<file path="src/sv/b64e_pkg.sv">
// b64e_pkg: shared types, constants and the alphabet lookup for the base64 stream encoder
// no dependencies; imported by every module of the block

package b64e_pkg;

    localparam int GroupWidth = 24;
    localparam logic [7:0] PadChar = 8'h3D;

    typedef enum logic
    {
        ACT_DATA = 1'b0,
        ACT_END  = 1'b1
    } action_t;

    // one complete or flushed group handed from front to back
    typedef struct packed
    {
        logic [GroupWidth-1:0] group;
        logic [1:0]            pad_cnt;
        logic                  done;
    } group_entry_t;

    // queue status seen by the front, the back and the top level
    typedef struct packed
    {
        logic       full;
        logic       empty;
        logic [1:0] count;
    } queue_status_t;

    // six-bit value to alphabet character
    function automatic logic [7:0] b64_char(input logic [5:0] idx);
        logic [7:0] ch;
        begin
            if (idx < 6'd26)
            begin
                ch = 8'h41 + {2'b00, idx};
            end
            else if (idx < 6'd52)
            begin
                ch = 8'h61 + {2'b00, idx - 6'd26};
            end
            else if (idx < 6'd62)
            begin
                ch = 8'h30 + {2'b00, idx - 6'd52};
            end
            else if (idx == 6'd62)
            begin
                ch = 8'h2B;
            end
            else
            begin
                ch = 8'h2F;
            end
            return ch;
        end
    endfunction

endpackage

</file>
<file path="src/sv/base64_stream_encoder.sv">
// base64_stream_encoder: top level of the streaming base64 encoder
// depends on b64e_pkg, b64e_front, b64e_queue and b64e_back
//
// Usage:
//   Input channel (in_valid/in_ready) carries one word per message byte with
//   action = data, then one word with action = end to close the message.
//   Output channel (out_valid/out_ready) carries one character per word.
//   Every third data byte yields four characters; the end word yields four
//   characters with '=' padding if one or two bytes are pending, else none.
//   run_last marks the fourth character of each run, message_done marks
//   characters that come from the end-of-message flush.
// Timing:
//   with the generator idle, a word completing a group is written into the
//   group queue and then into the output register, where out_valid rises; the
//   other three characters follow one per cycle while out_ready is high.
//   A two-entry group queue sits between the byte gatherer and the character
//   generator, so bytes keep being taken while the receiver stalls until the
//   queue is full; in_ready then drops.
// Reset:
//   rst_n clears the pending byte count, the queue pointers and count, the slot and out_valid.

module base64_stream_encoder
    import b64e_pkg::*;
(
    input  logic       clk,
    input  logic       rst_n,
    input  logic       in_valid,
    output logic       in_ready,
    input  logic       action,
    input  logic [7:0] data_byte,
    output logic       out_valid,
    input  logic       out_ready,
    output logic [7:0] out_char,
    output logic       run_last,
    output logic       message_done
);

    queue_status_t q_status;
    group_entry_t  push_entry;
    group_entry_t  head;
    logic          push;
    logic          pop;

    b64e_front u_front
    (
        .clk        (clk),
        .rst_n      (rst_n),
        .in_valid   (in_valid),
        .in_ready   (in_ready),
        .action     (action),
        .data_byte  (data_byte),
        .q_status   (q_status),
        .push       (push),
        .push_entry (push_entry)
    );

    b64e_queue u_queue
    (
        .clk        (clk),
        .rst_n      (rst_n),
        .push       (push),
        .push_entry (push_entry),
        .pop        (pop),
        .head       (head),
        .status     (q_status)
    );

    b64e_back u_back
    (
        .clk          (clk),
        .rst_n        (rst_n),
        .head         (head),
        .q_status     (q_status),
        .pop          (pop),
        .out_valid    (out_valid),
        .out_ready    (out_ready),
        .out_char     (out_char),
        .run_last     (run_last),
        .message_done (message_done)
    );

    // queue never overflows nor underflows
    assert property (@(posedge clk) disable iff (!rst_n)
        (q_status.count != 2'd3))
        else $error("group queue count out of range");

    assert property (@(posedge clk) disable iff (!rst_n)
        (pop |-> !q_status.empty))
        else $error("pop from empty group queue");

    // pad characters only come from a flush
    assert property (@(posedge clk) disable iff (!rst_n)
        ((out_valid && (out_char == PadChar)) |-> message_done))
        else $error("pad character outside a flush");

    // a pad is followed by another pad or ends the run
    assert property (@(posedge clk) disable iff (!rst_n)
        ((out_valid && out_ready && (out_char == PadChar) && !run_last) |=>
            (!out_valid || (out_char == PadChar))))
        else $error("data character after pad in one run");

endmodule

</file>
<file path="src/sv/b64e_front.sv">
// b64e_front: accepts input words, gathers pending bytes and classifies groups
// depends on b64e_pkg; pushes complete or flushed groups into b64e_queue

module b64e_front
    import b64e_pkg::*;
(
    input  logic          clk,
    input  logic          rst_n,
    input  logic          in_valid,
    output logic          in_ready,
    input  logic          action,
    input  logic [7:0]    data_byte,
    input  queue_status_t q_status,
    output logic          push,
    output group_entry_t  push_entry
);

    logic [15:0] pending_bytes_reg;
    logic [15:0] pending_bytes_next;
    logic [1:0]  pending_count_reg;
    logic [1:0]  pending_count_next;
    logic        accept;

    // room in the queue for a possible group
    assign in_ready = !q_status.full;
    assign accept   = in_valid && in_ready;

    // classify the word and build the next state
    always_comb
    begin
        pending_bytes_next = pending_bytes_reg;
        pending_count_next = pending_count_reg;
        push               = 1'b0;
        push_entry.group   = {pending_bytes_reg, data_byte};
        push_entry.pad_cnt = 2'd0;
        push_entry.done    = 1'b0;
        if (accept)
        begin
            if (action_t'(action) == ACT_DATA)
            begin
                case (pending_count_reg)
                    2'd1:
                    begin
                        pending_bytes_next = {pending_bytes_reg[15:8], data_byte};
                        pending_count_next = 2'd2;
                    end
                    2'd2:
                    begin
                        push               = 1'b1;
                        pending_count_next = 2'd0;
                    end
                    default:
                    begin
                        pending_bytes_next = {data_byte, 8'h00};
                        pending_count_next = 2'd1;
                    end
                endcase
            end
            else
            begin
                push_entry.done    = 1'b1;
                pending_count_next = 2'd0;
                case (pending_count_reg)
                    2'd1:
                    begin
                        push               = 1'b1;
                        push_entry.group   = {pending_bytes_reg[15:8], 16'h0000};
                        push_entry.pad_cnt = 2'd2;
                    end
                    2'd2:
                    begin
                        push               = 1'b1;
                        push_entry.group   = {pending_bytes_reg, 8'h00};
                        push_entry.pad_cnt = 2'd1;
                    end
                    default:
                    begin
                        push = 1'b0;
                    end
                endcase
            end
        end
    end

    // pending count is control, pending bytes are payload
    always_ff @(posedge clk or negedge rst_n)
    begin
        if (!rst_n)
        begin
            pending_count_reg <= 2'd0;
        end
        else
        begin
            pending_count_reg <= pending_count_next;
        end
    end

    always_ff @(posedge clk)
    begin
        pending_bytes_reg <= pending_bytes_next;
    end

endmodule

</file>
<file path="src/sv/b64e_queue.sv">
// b64e_queue: two-entry queue of groups between front and back
// depends on b64e_pkg

module b64e_queue
    import b64e_pkg::*;
(
    input  logic          clk,
    input  logic          rst_n,
    input  logic          push,
    input  group_entry_t  push_entry,
    input  logic          pop,
    output group_entry_t  head,
    output queue_status_t status
);

    group_entry_t mem_reg [2];
    logic         wr_ptr_reg;
    logic         wr_ptr_next;
    logic         rd_ptr_reg;
    logic         rd_ptr_next;
    logic [1:0]   count_reg;
    logic [1:0]   count_next;

    assign head         = mem_reg[rd_ptr_reg];
    assign status.full  = (count_reg == 2'd2);
    assign status.empty = (count_reg == 2'd0);
    assign status.count = count_reg;

    // pointer and count update
    always_comb
    begin
        wr_ptr_next = wr_ptr_reg ^ push;
        rd_ptr_next = rd_ptr_reg ^ pop;
        count_next  = count_reg + {1'b0, push} - {1'b0, pop};
    end

    always_ff @(posedge clk or negedge rst_n)
    begin
        if (!rst_n)
        begin
            wr_ptr_reg <= 1'b0;
            rd_ptr_reg <= 1'b0;
            count_reg  <= 2'd0;
        end
        else
        begin
            wr_ptr_reg <= wr_ptr_next;
            rd_ptr_reg <= rd_ptr_next;
            count_reg  <= count_next;
        end
    end

    // entry storage
    always_ff @(posedge clk)
    begin
        if (push)
        begin
            mem_reg[wr_ptr_reg] <= push_entry;
        end
    end

endmodule

</file>
<file path="src/sv/b64e_back.sv">
// b64e_back: turns each queued group into four characters, one per cycle while out_ready is high
// depends on b64e_pkg; pops entries from b64e_queue

module b64e_back
    import b64e_pkg::*;
(
    input  logic          clk,
    input  logic          rst_n,
    input  group_entry_t  head,
    input  queue_status_t q_status,
    output logic          pop,
    output logic          out_valid,
    input  logic          out_ready,
    output logic [7:0]    out_char,
    output logic          run_last,
    output logic          message_done
);

    logic [1:0] slot_reg;
    logic [1:0] slot_next;
    logic       out_valid_reg;
    logic       out_valid_next;
    logic [7:0] out_char_reg;
    logic [7:0] out_char_next;
    logic       run_last_reg;
    logic       run_last_next;
    logic       done_reg;
    logic       done_next;
    logic       load;
    logic [5:0] sextet;
    logic [2:0] pad_sum;

    assign load = !q_status.empty && (!out_valid_reg || out_ready);
    assign pop  = load && (slot_reg == 2'd3);

    // pick the six-bit slice for the current slot, most significant first
    always_comb
    begin
        case (slot_reg)
            2'd0:    sextet = head.group[23:18];
            2'd1:    sextet = head.group[17:12];
            2'd2:    sextet = head.group[11:6];
            default: sextet = head.group[5:0];
        endcase
    end

    // slot falls into the padded tail when slot + pad_cnt reaches four
    assign pad_sum = {1'b0, slot_reg} + {1'b0, head.pad_cnt};

    // output register update
    always_comb
    begin
        slot_next      = slot_reg;
        out_valid_next = out_valid_reg;
        out_char_next  = out_char_reg;
        run_last_next  = run_last_reg;
        done_next      = done_reg;
        if (load)
        begin
            out_valid_next = 1'b1;
            out_char_next  = pad_sum[2] ? PadChar : b64_char(sextet);
            run_last_next  = (slot_reg == 2'd3);
            done_next      = head.done;
            slot_next      = slot_reg + 2'd1;
        end
        else if (out_ready)
        begin
            out_valid_next = 1'b0;
        end
    end

    always_ff @(posedge clk or negedge rst_n)
    begin
        if (!rst_n)
        begin
            slot_reg      <= 2'd0;
            out_valid_reg <= 1'b0;
        end
        else
        begin
            slot_reg      <= slot_next;
            out_valid_reg <= out_valid_next;
        end
    end

    always_ff @(posedge clk)
    begin
        out_char_reg <= out_char_next;
        run_last_reg <= run_last_next;
        done_reg     <= done_next;
    end

    assign out_valid    = out_valid_reg;
    assign out_char     = out_char_reg;
    assign run_last     = run_last_reg;
    assign message_done = done_reg;

endmodule
</file>
<file path="config.mk">
export PLATFORM = sky130hd
export DESIGN_NAME = base64_stream_encoder
export DESIGN_NICKNAME = d
export VERILOG_FILES = /design/src/sv/b64e_pkg.sv /design/src/sv/base64_stream_encoder.sv /design/src/sv/b64e_front.sv /design/src/sv/b64e_queue.sv /design/src/sv/b64e_back.sv
export SDC_FILE = /design/constraint.sdc
export NUM_CORES = 1
export LEC_CHECK = 0
export BUFFER_PORTS_ARGS = -buffer_cell sky130_fd_sc_hd__buf_2
export CORE_MARGIN = 1
export CORE_UTILIZATION = 45
export DETAILED_ROUTE_END_ITERATION = 6
export PLACE_DENSITY = 0.67
export SLEW_MARGIN = 10
export SYNTH_ARGS = -nofsm -noshare
export SYNTH_HDL_FRONTEND = slang
export SYNTH_SLANG_ARGS = --single-unit
</file>
<file path="constraint.sdc">
create_clock -name clk -period 5.4 [get_ports clk]
set_clock_uncertainty 0.05 [all_clocks]
set_input_delay 0 -clock clk [delete_from_list [all_inputs] [get_ports clk]]
set_output_delay 0 -clock clk [all_outputs]
set_load 0.03 [all_outputs]
</file>
==> reports/summary.txt, run 1 <==
Worst rel slew slack: 0.284
Status: complete, but fails checks
Sequential element share of the synthesized area: 0.636
Num rows: 34
DP HPWL: 5280 um
Max cap viols: 0
Routed len/inst: 15.9 um
R2R setup slack: 1.55 ns
Final setup vio count: 0
# resized after CTS: 0
CTS Buf Count: 9
Chip Width: 97.8 um
Crit-path max cell delay: 0.82 ns
Via density: 5.30
Synth area leaders: edfxtp_1 (58%), ha_1 (6.4%), dfrtp_1 (5.5%), and2_1 (3.2%), nor2b_1 (3.0%)
CP required: 5.44 ns
Synth Instances: 311
Layout cells sized above 1: 0.149
All-Layer GR Usage: 0.165
Setup bufs post-CTS: 0
Num ports: 25
Setup CP Type: reg -> reg
Total Wirelength: 7370 um
R2R Path Start: u_back.slot_reg[0]
Clk_lat worst skew: 0.36 ns
Largest net degree at the start of global routing: 28
Clock root cell: clkbuf_8
Yosys top cell by area: edfxtp_1
Max Slew Vio Count: 0
Syn nets: 345
Worst hold path depth: 3
Post-synth top area share: 0.582
EDFF count, synth: 80
Via count: 2452
Avg Inst Size Synth: 13.3 um^2
Residual DRC: 4
Hold path start: in_valid
Async SR Flop Fraction: 0.101
Synth Register Bits: 89
Hold endpoint: u_front.pending_count_reg[1]
RSZ-0062 raised after global routing: false
Primary FF master, synth: edfxtp_1
Hold slack: 0.0301 ns
Max Fclk: 0.260 GHz
Ys Warns: 0
Setup ws final: 1.55 ns
CP endpoint kind: flop
Setup TNS: 0 ns
Antenna diodes: 0
Top cell by count, worst path: ha_1
Register-to-Register Path Depth: 11
Worst reg2reg endpoint: u_back.out_char[5]
Crit path max-delay cell type: nor3_1
Final hold viol count: 0
Drt first-iter violations: 162
First-pass GRT wire length: 12000 um
Tcrit/Tclk final: 0.713
DP Worst Slack: 1.56 ns
Die ar.: 9560 um^2
Clock sinks: 89
Critical path fanouts, max: 12
Clk slew on worst S/H paths: 0.09 ns
Core Footprint: 8810 um^2
Vias in the first global route: 2389
Area grow syn2layout: 13.1%
Nets: 384
Max reg flops: 54
Cell variety after synth: 44
Initial antenna violation count: 0
Initial Utilization: 0.469
Total grt overflow: 0
Number of H-tree levels: 3
Hold/Removal Path Class: in -> reg
Crit path time final: 3.85 ns
Crit-path cells: inv_1 -> ha_1 -> a22oi_1 -> nand3_1 -> and3_1 -> inv_4 -> ha_1 -> nor3_1 -> o31ai_1 -> o21ai_0 -> o221ai_2
CTS tree: yes
DR pass1 iterations: 6
PortBufs: 24
Worst slew pin tran: 1.07 ns
Arr. time, crit path: 3.89 ns
# hold bufs at CTS: 12
Synthesized area: 4130 um^2
Clock Path Buffers: 2
Critical Path Start Type: flop
Vert. Die Dim: 97.8 um
ANT nets after route: 0
Placer Congestion: 0.865
Failing checks: DRC
==> cells by family after synthesis <==
family	share of synthesized area
simple gates	0.133
flops	0.636
compound gates	0.0812
buf+inv	0.0318
fa+ha+maj	0.0636
xor+xnor	0.0276
mux	0.0264
==> how the worst max path moves through the flow <==
stage	slack, ns	depth (start not counted)	startpoint	to
CTS	1.55	11	u_back.slot_reg[0]	u_back.out_char[5]
global placement	1.75	11	u_back.slot_reg[0]	u_back.out_char[5]
global route	1.16	11	u_back.slot_reg[0]	u_back.out_char[5]
floorplan	2.20	13	u_back.slot_reg[0]	u_back.out_char[5]
finish	1.55	11	u_back.slot_reg[0]	u_back.out_char[5]
detailed placement	1.56	11	u_back.slot_reg[0]	u_back.out_char[5]
==> cells in the final DEF (no fill, tap or decap), drive strengths merged, types with 2 or more instances in the layout <==
cell / Yosys / layout
nor3: 5 / 5
clkinvlp: 0 / 2
inv: 17 / 20
and2: 21 / 21
o311ai: 2 / 2
dfrtp: 9 / 9
nor2b: 20 / 20
o21a: 2 / 2
o221ai: 2 / 2
o31ai: 3 / 3
or3: 2 / 2
mux2i: 6 / 6
nor4: 2 / 2
dlygate4sd3: 0 / 12
and3: 5 / 5
ha: 21 / 21
xnor2: 11 / 11
xor2: 2 / 2
nor2: 6 / 6
a21oi: 6 / 6
mux2: 4 / 4
clkbuf: 5 / 9
a222oi: 3 / 3
edfxtp: 80 / 80
nand4: 2 / 2
buf: 7 / 28
a22oi: 12 / 12
o21ai: 10 / 10
nand2: 23 / 23
nand3: 14 / 14
==> synth_stat cells (2+ instances only) <==
cell type and instances:
inv_1 15, and3_1 5, a21oi_1 6, xor2_1 2, ha_1 21, nor3_1 5
mux2_2 3, nor4_1 2, a22oi_1 12, dfrtp_1 9, xnor2_1 11, clkbuf_1 5
nand3_1 14, or3_1 2, a222oi_1 3, edfxtp_1 80, o31ai_1 3, buf_2 4
buf_6 2, o21ai_0 10, and2_1 21, nor2_1 6, nand4_1 2, mux2i_1 6
o21a_1 2, nor2b_1 20, nand2_1 23
==> through the flow <==
step           utilization  instances  area (um^2)
2_1_floorplan            -        311         4130
3_3_place_gp         0.494        435         4350
3_5_place_dp         0.494        435         4350
4_1_cts              0.530        463         4670
5_1_grt              0.530        463         4670
6_report             0.530        463         4670
==> worst max-delay path, delay by kind of cell, from the launching register on <==
kind / cells / cell delay, ns
compound gates: 4 / 0.93
fa+ha+maj: 2 / 0.66
buf+inv: 2 / 0.23
flops: 1 / 0.43
simple gates: 3 / 1.29
==> cell type report <==
type / instances / area (um^2)
clock inverters: 7 / 76.3
well taps: 108 / 135
multi-input cells: 193 / 1370
clock buffers: 9 / 124
flip-flops and latches: 89 / 2630
inverters: 17 / 66.3
fillers: 712 / 4140
repair buffers: 40 / 270
==> per-layer routing <==
metal	part of all wire	GRT usage	vias up
li1	-	-	1218
met1	0.45	0.212	1165
met2	0.49	0.275	59
met3	0.040	0.0408	10
met4	0.013	0.0559	0
met5	0	0	-
Power of run 1 is not shown: default switching activity piles up to over one toggle a cycle in this logic, so the estimate is an artifact.
==> run 2: changes to the inputs <==
- PLACE_DENSITY: 0.67 -> 0.69
- clock period: 5.4 -> 3.2 ns (I/O delays scaled with it)
==> reports/summary.txt, run 2 (synthesis results as in run 1) <==
Status: complete, but fails checks
Failing checks: DRC
Clk slew on worst S/H paths: 0.10 ns (about the same)
Vias in the first global route: 2502 (+4.7%)
Most common cell after layout, fill and taps aside: edfxtp_1
Setup CP Type: reg -> reg
PortBufs: 24 (unchanged)
Max Fclk: 0.328 GHz (+26%)
All-Layer GR Usage: 0.171 (+0.00589)
Largest net degree at the start of global routing: 28 (unchanged)
Placer Congestion: 0.876 (+1.2%)
Initial Utilization: 0.469 (unchanged)
Routed len/inst: 16.0 um (+0.72%)
Setup TNS: 0 ns (unchanged)
Max reg flops: 54 (unchanged)
Core Footprint: 8810 um^2 (unchanged)
GRT met2 Usage: 0.285 (+0.0104)
Routing usage on met1: 0.217 (+0.00414)
Clock root cell: clkbuf_8
Layout Cells excl Fill: 475 (+2.6%)
Max Slew Vio Count: 0 (unchanged)
Number of H-tree levels: 3 (unchanged)
Area occupied by multi-input gates: 1390 um^2 (+1.1%)
GR peak layer: met2
Setup ws final: 0.153 ns (-1.40 ns)
DR pass1 iterations: 7 (+1)
Setup bufs post-CTS: 0 (unchanged)
Worst rel slew slack: 0.605 (+0.321)
Placed cells: 447 (+2.8%)
Final hold viol count: 0 (unchanged)
Met3 Resource Use GR: 0.0351 (-0.00573)
Vert. Die Dim: 97.8 um (unchanged)
Arr. time, crit path: 3.21 ns (-0.68 ns)
DP HPWL: 5400 um (+2.3%)
Clk_lat worst skew: 0.37 ns (about the same)
Critical Path Start Type: flop
RSZ-0062 raised after global routing: false
First-pass GRT wire length: 12400 um (+3.1%)
Crit path time final: 3.05 ns (-0.804 ns)
Drt first-iter violations: 196 (+21%)
Max cap viols: 0 (unchanged)
FILL cells: 713 (+0.14%)
CP required: 3.37 ns (-2.07 ns)
Residual DRC: 2 (-2)
Num rows: 34 (unchanged)
Final setup vio count: 0 (unchanged)
Num ports: 25 (unchanged)
Clock sinks: 89 (unchanged)
Tcrit/Tclk final: 0.952 (+0.239)
Via density: 5.40 (+1.9%)
Via count: 2564 (+4.6%)
DP Worst Slack: 0.201 ns (-1.36 ns)
ANT nets after route: 0 (unchanged)
Total Wirelength: 7610 um (+3.3%)
Nets: 396 (+3.1%)
Critical path fanouts, max: 8 (-4)
Layout cells sized above 1: 0.191 (+0.0414)
Worst slew pin tran: 0.588 ns (-0.478 ns)
CTS Buf Count: 9 (unchanged)
Die ar.: 9560 um^2 (unchanged)
Hold/Removal Path Class: in -> reg
Antenna diodes: 0 (unchanged)
Chip Width: 97.8 um (unchanged)
CP endpoint kind: flop
CTS tree: yes
Initial antenna violation count: 0 (unchanged)
Clock Path Buffers: 2 (unchanged)
Most frequent cells in the layout: edfxtp_1 (80), buf_2 (24), nand2_1 (23), and2_1 (21)
Area grow syn2layout: 17.4%
Total grt overflow: 0 (unchanged)
Flip-flop and latch area: 2630 um^2 (unchanged)
## run 2: changes by cell type in the layout (fill, tap and decap cells not counted), moves of 2 or more
cell and delta:
ha_2 +2, clkinvlp_4 -2, buf_4 +12, ha_1 -2, inv_6 -2, bufinv_16 +3
## run 2: path summary, 6_finish.rpt
path / end / start / cells past startpoint / slack, ns
max: u_back.out_char[5] / u_back.slot_reg[0] / 11 / 0.15
min: u_front.pending_count_reg[0] / in_valid / 3 / 0.03
max reg2reg: u_back.out_char[5] / u_back.slot_reg[0] / 11 / 0.15
min reg2reg: u_queue.mem_reg[1][19] / u_front.pending_bytes_reg[8] / 0 / 0.40
max in group asynchronous: u_back.slot_reg[0] / rst_n / 3 / 2.21
min in group asynchronous: u_back.out_valid / rst_n / 3 / 0.58
## run 2: layer usage
metal / vias to the layer above / wire length (um)
li1: 1241 / -
met1: 1240 / 3420
met2: 70 / 3800
met3: 13 / 257
met4: 0 / 131
met5: - / 0
## run 2: worst max-delay path, cell delays in order (launching register included)
cell and delay (ns):
dfrtp_1 0.44, inv_1 0.14, ha_1 0.35, nand2_1 0.10, a32oi_1 0.18, and2_1 0.17
inv_1 0.06, ha_1 0.23, or4_4 0.55, and3b_1 0.19, mux2_4 0.26, o221ai_2 0.18
## run 2: per-stage QoR
stage,util,hold WS [ns],instance area [um^2]
5_1_grt,0.550,0.0415,4850
2_1_floorplan,-,-0.346,4130
6_report,0.550,0.0280,4850
3_3_place_gp,0.504,-0.184,4440
4_1_cts,0.549,0.0237,4830
3_5_place_dp,0.504,-0.183,4440
## run 2: area by class of cell
| class | instances | share of cell area |
|---|---|---|
| Clock inverter | 7 | 0.0307 |
| Clock buffer | 9 | 0.0256 |
| Timing Repair Buffer | 52 | 0.0743 |
| Sequential cell | 89 | 0.542 |
| Multi-Input combinational cell | 193 | 0.286 |
| Inverter | 17 | 0.0137 |
| Tap cell | 108 | 0.0279 |
## run 2: timing repair
item,in CTS,in global routing
endpoints found under the hold margin,43,0
resized for setup,0,6
hold buffers,12,0
setup endpoints to repair,0,3
Power of run 2 is left out for the same reason.
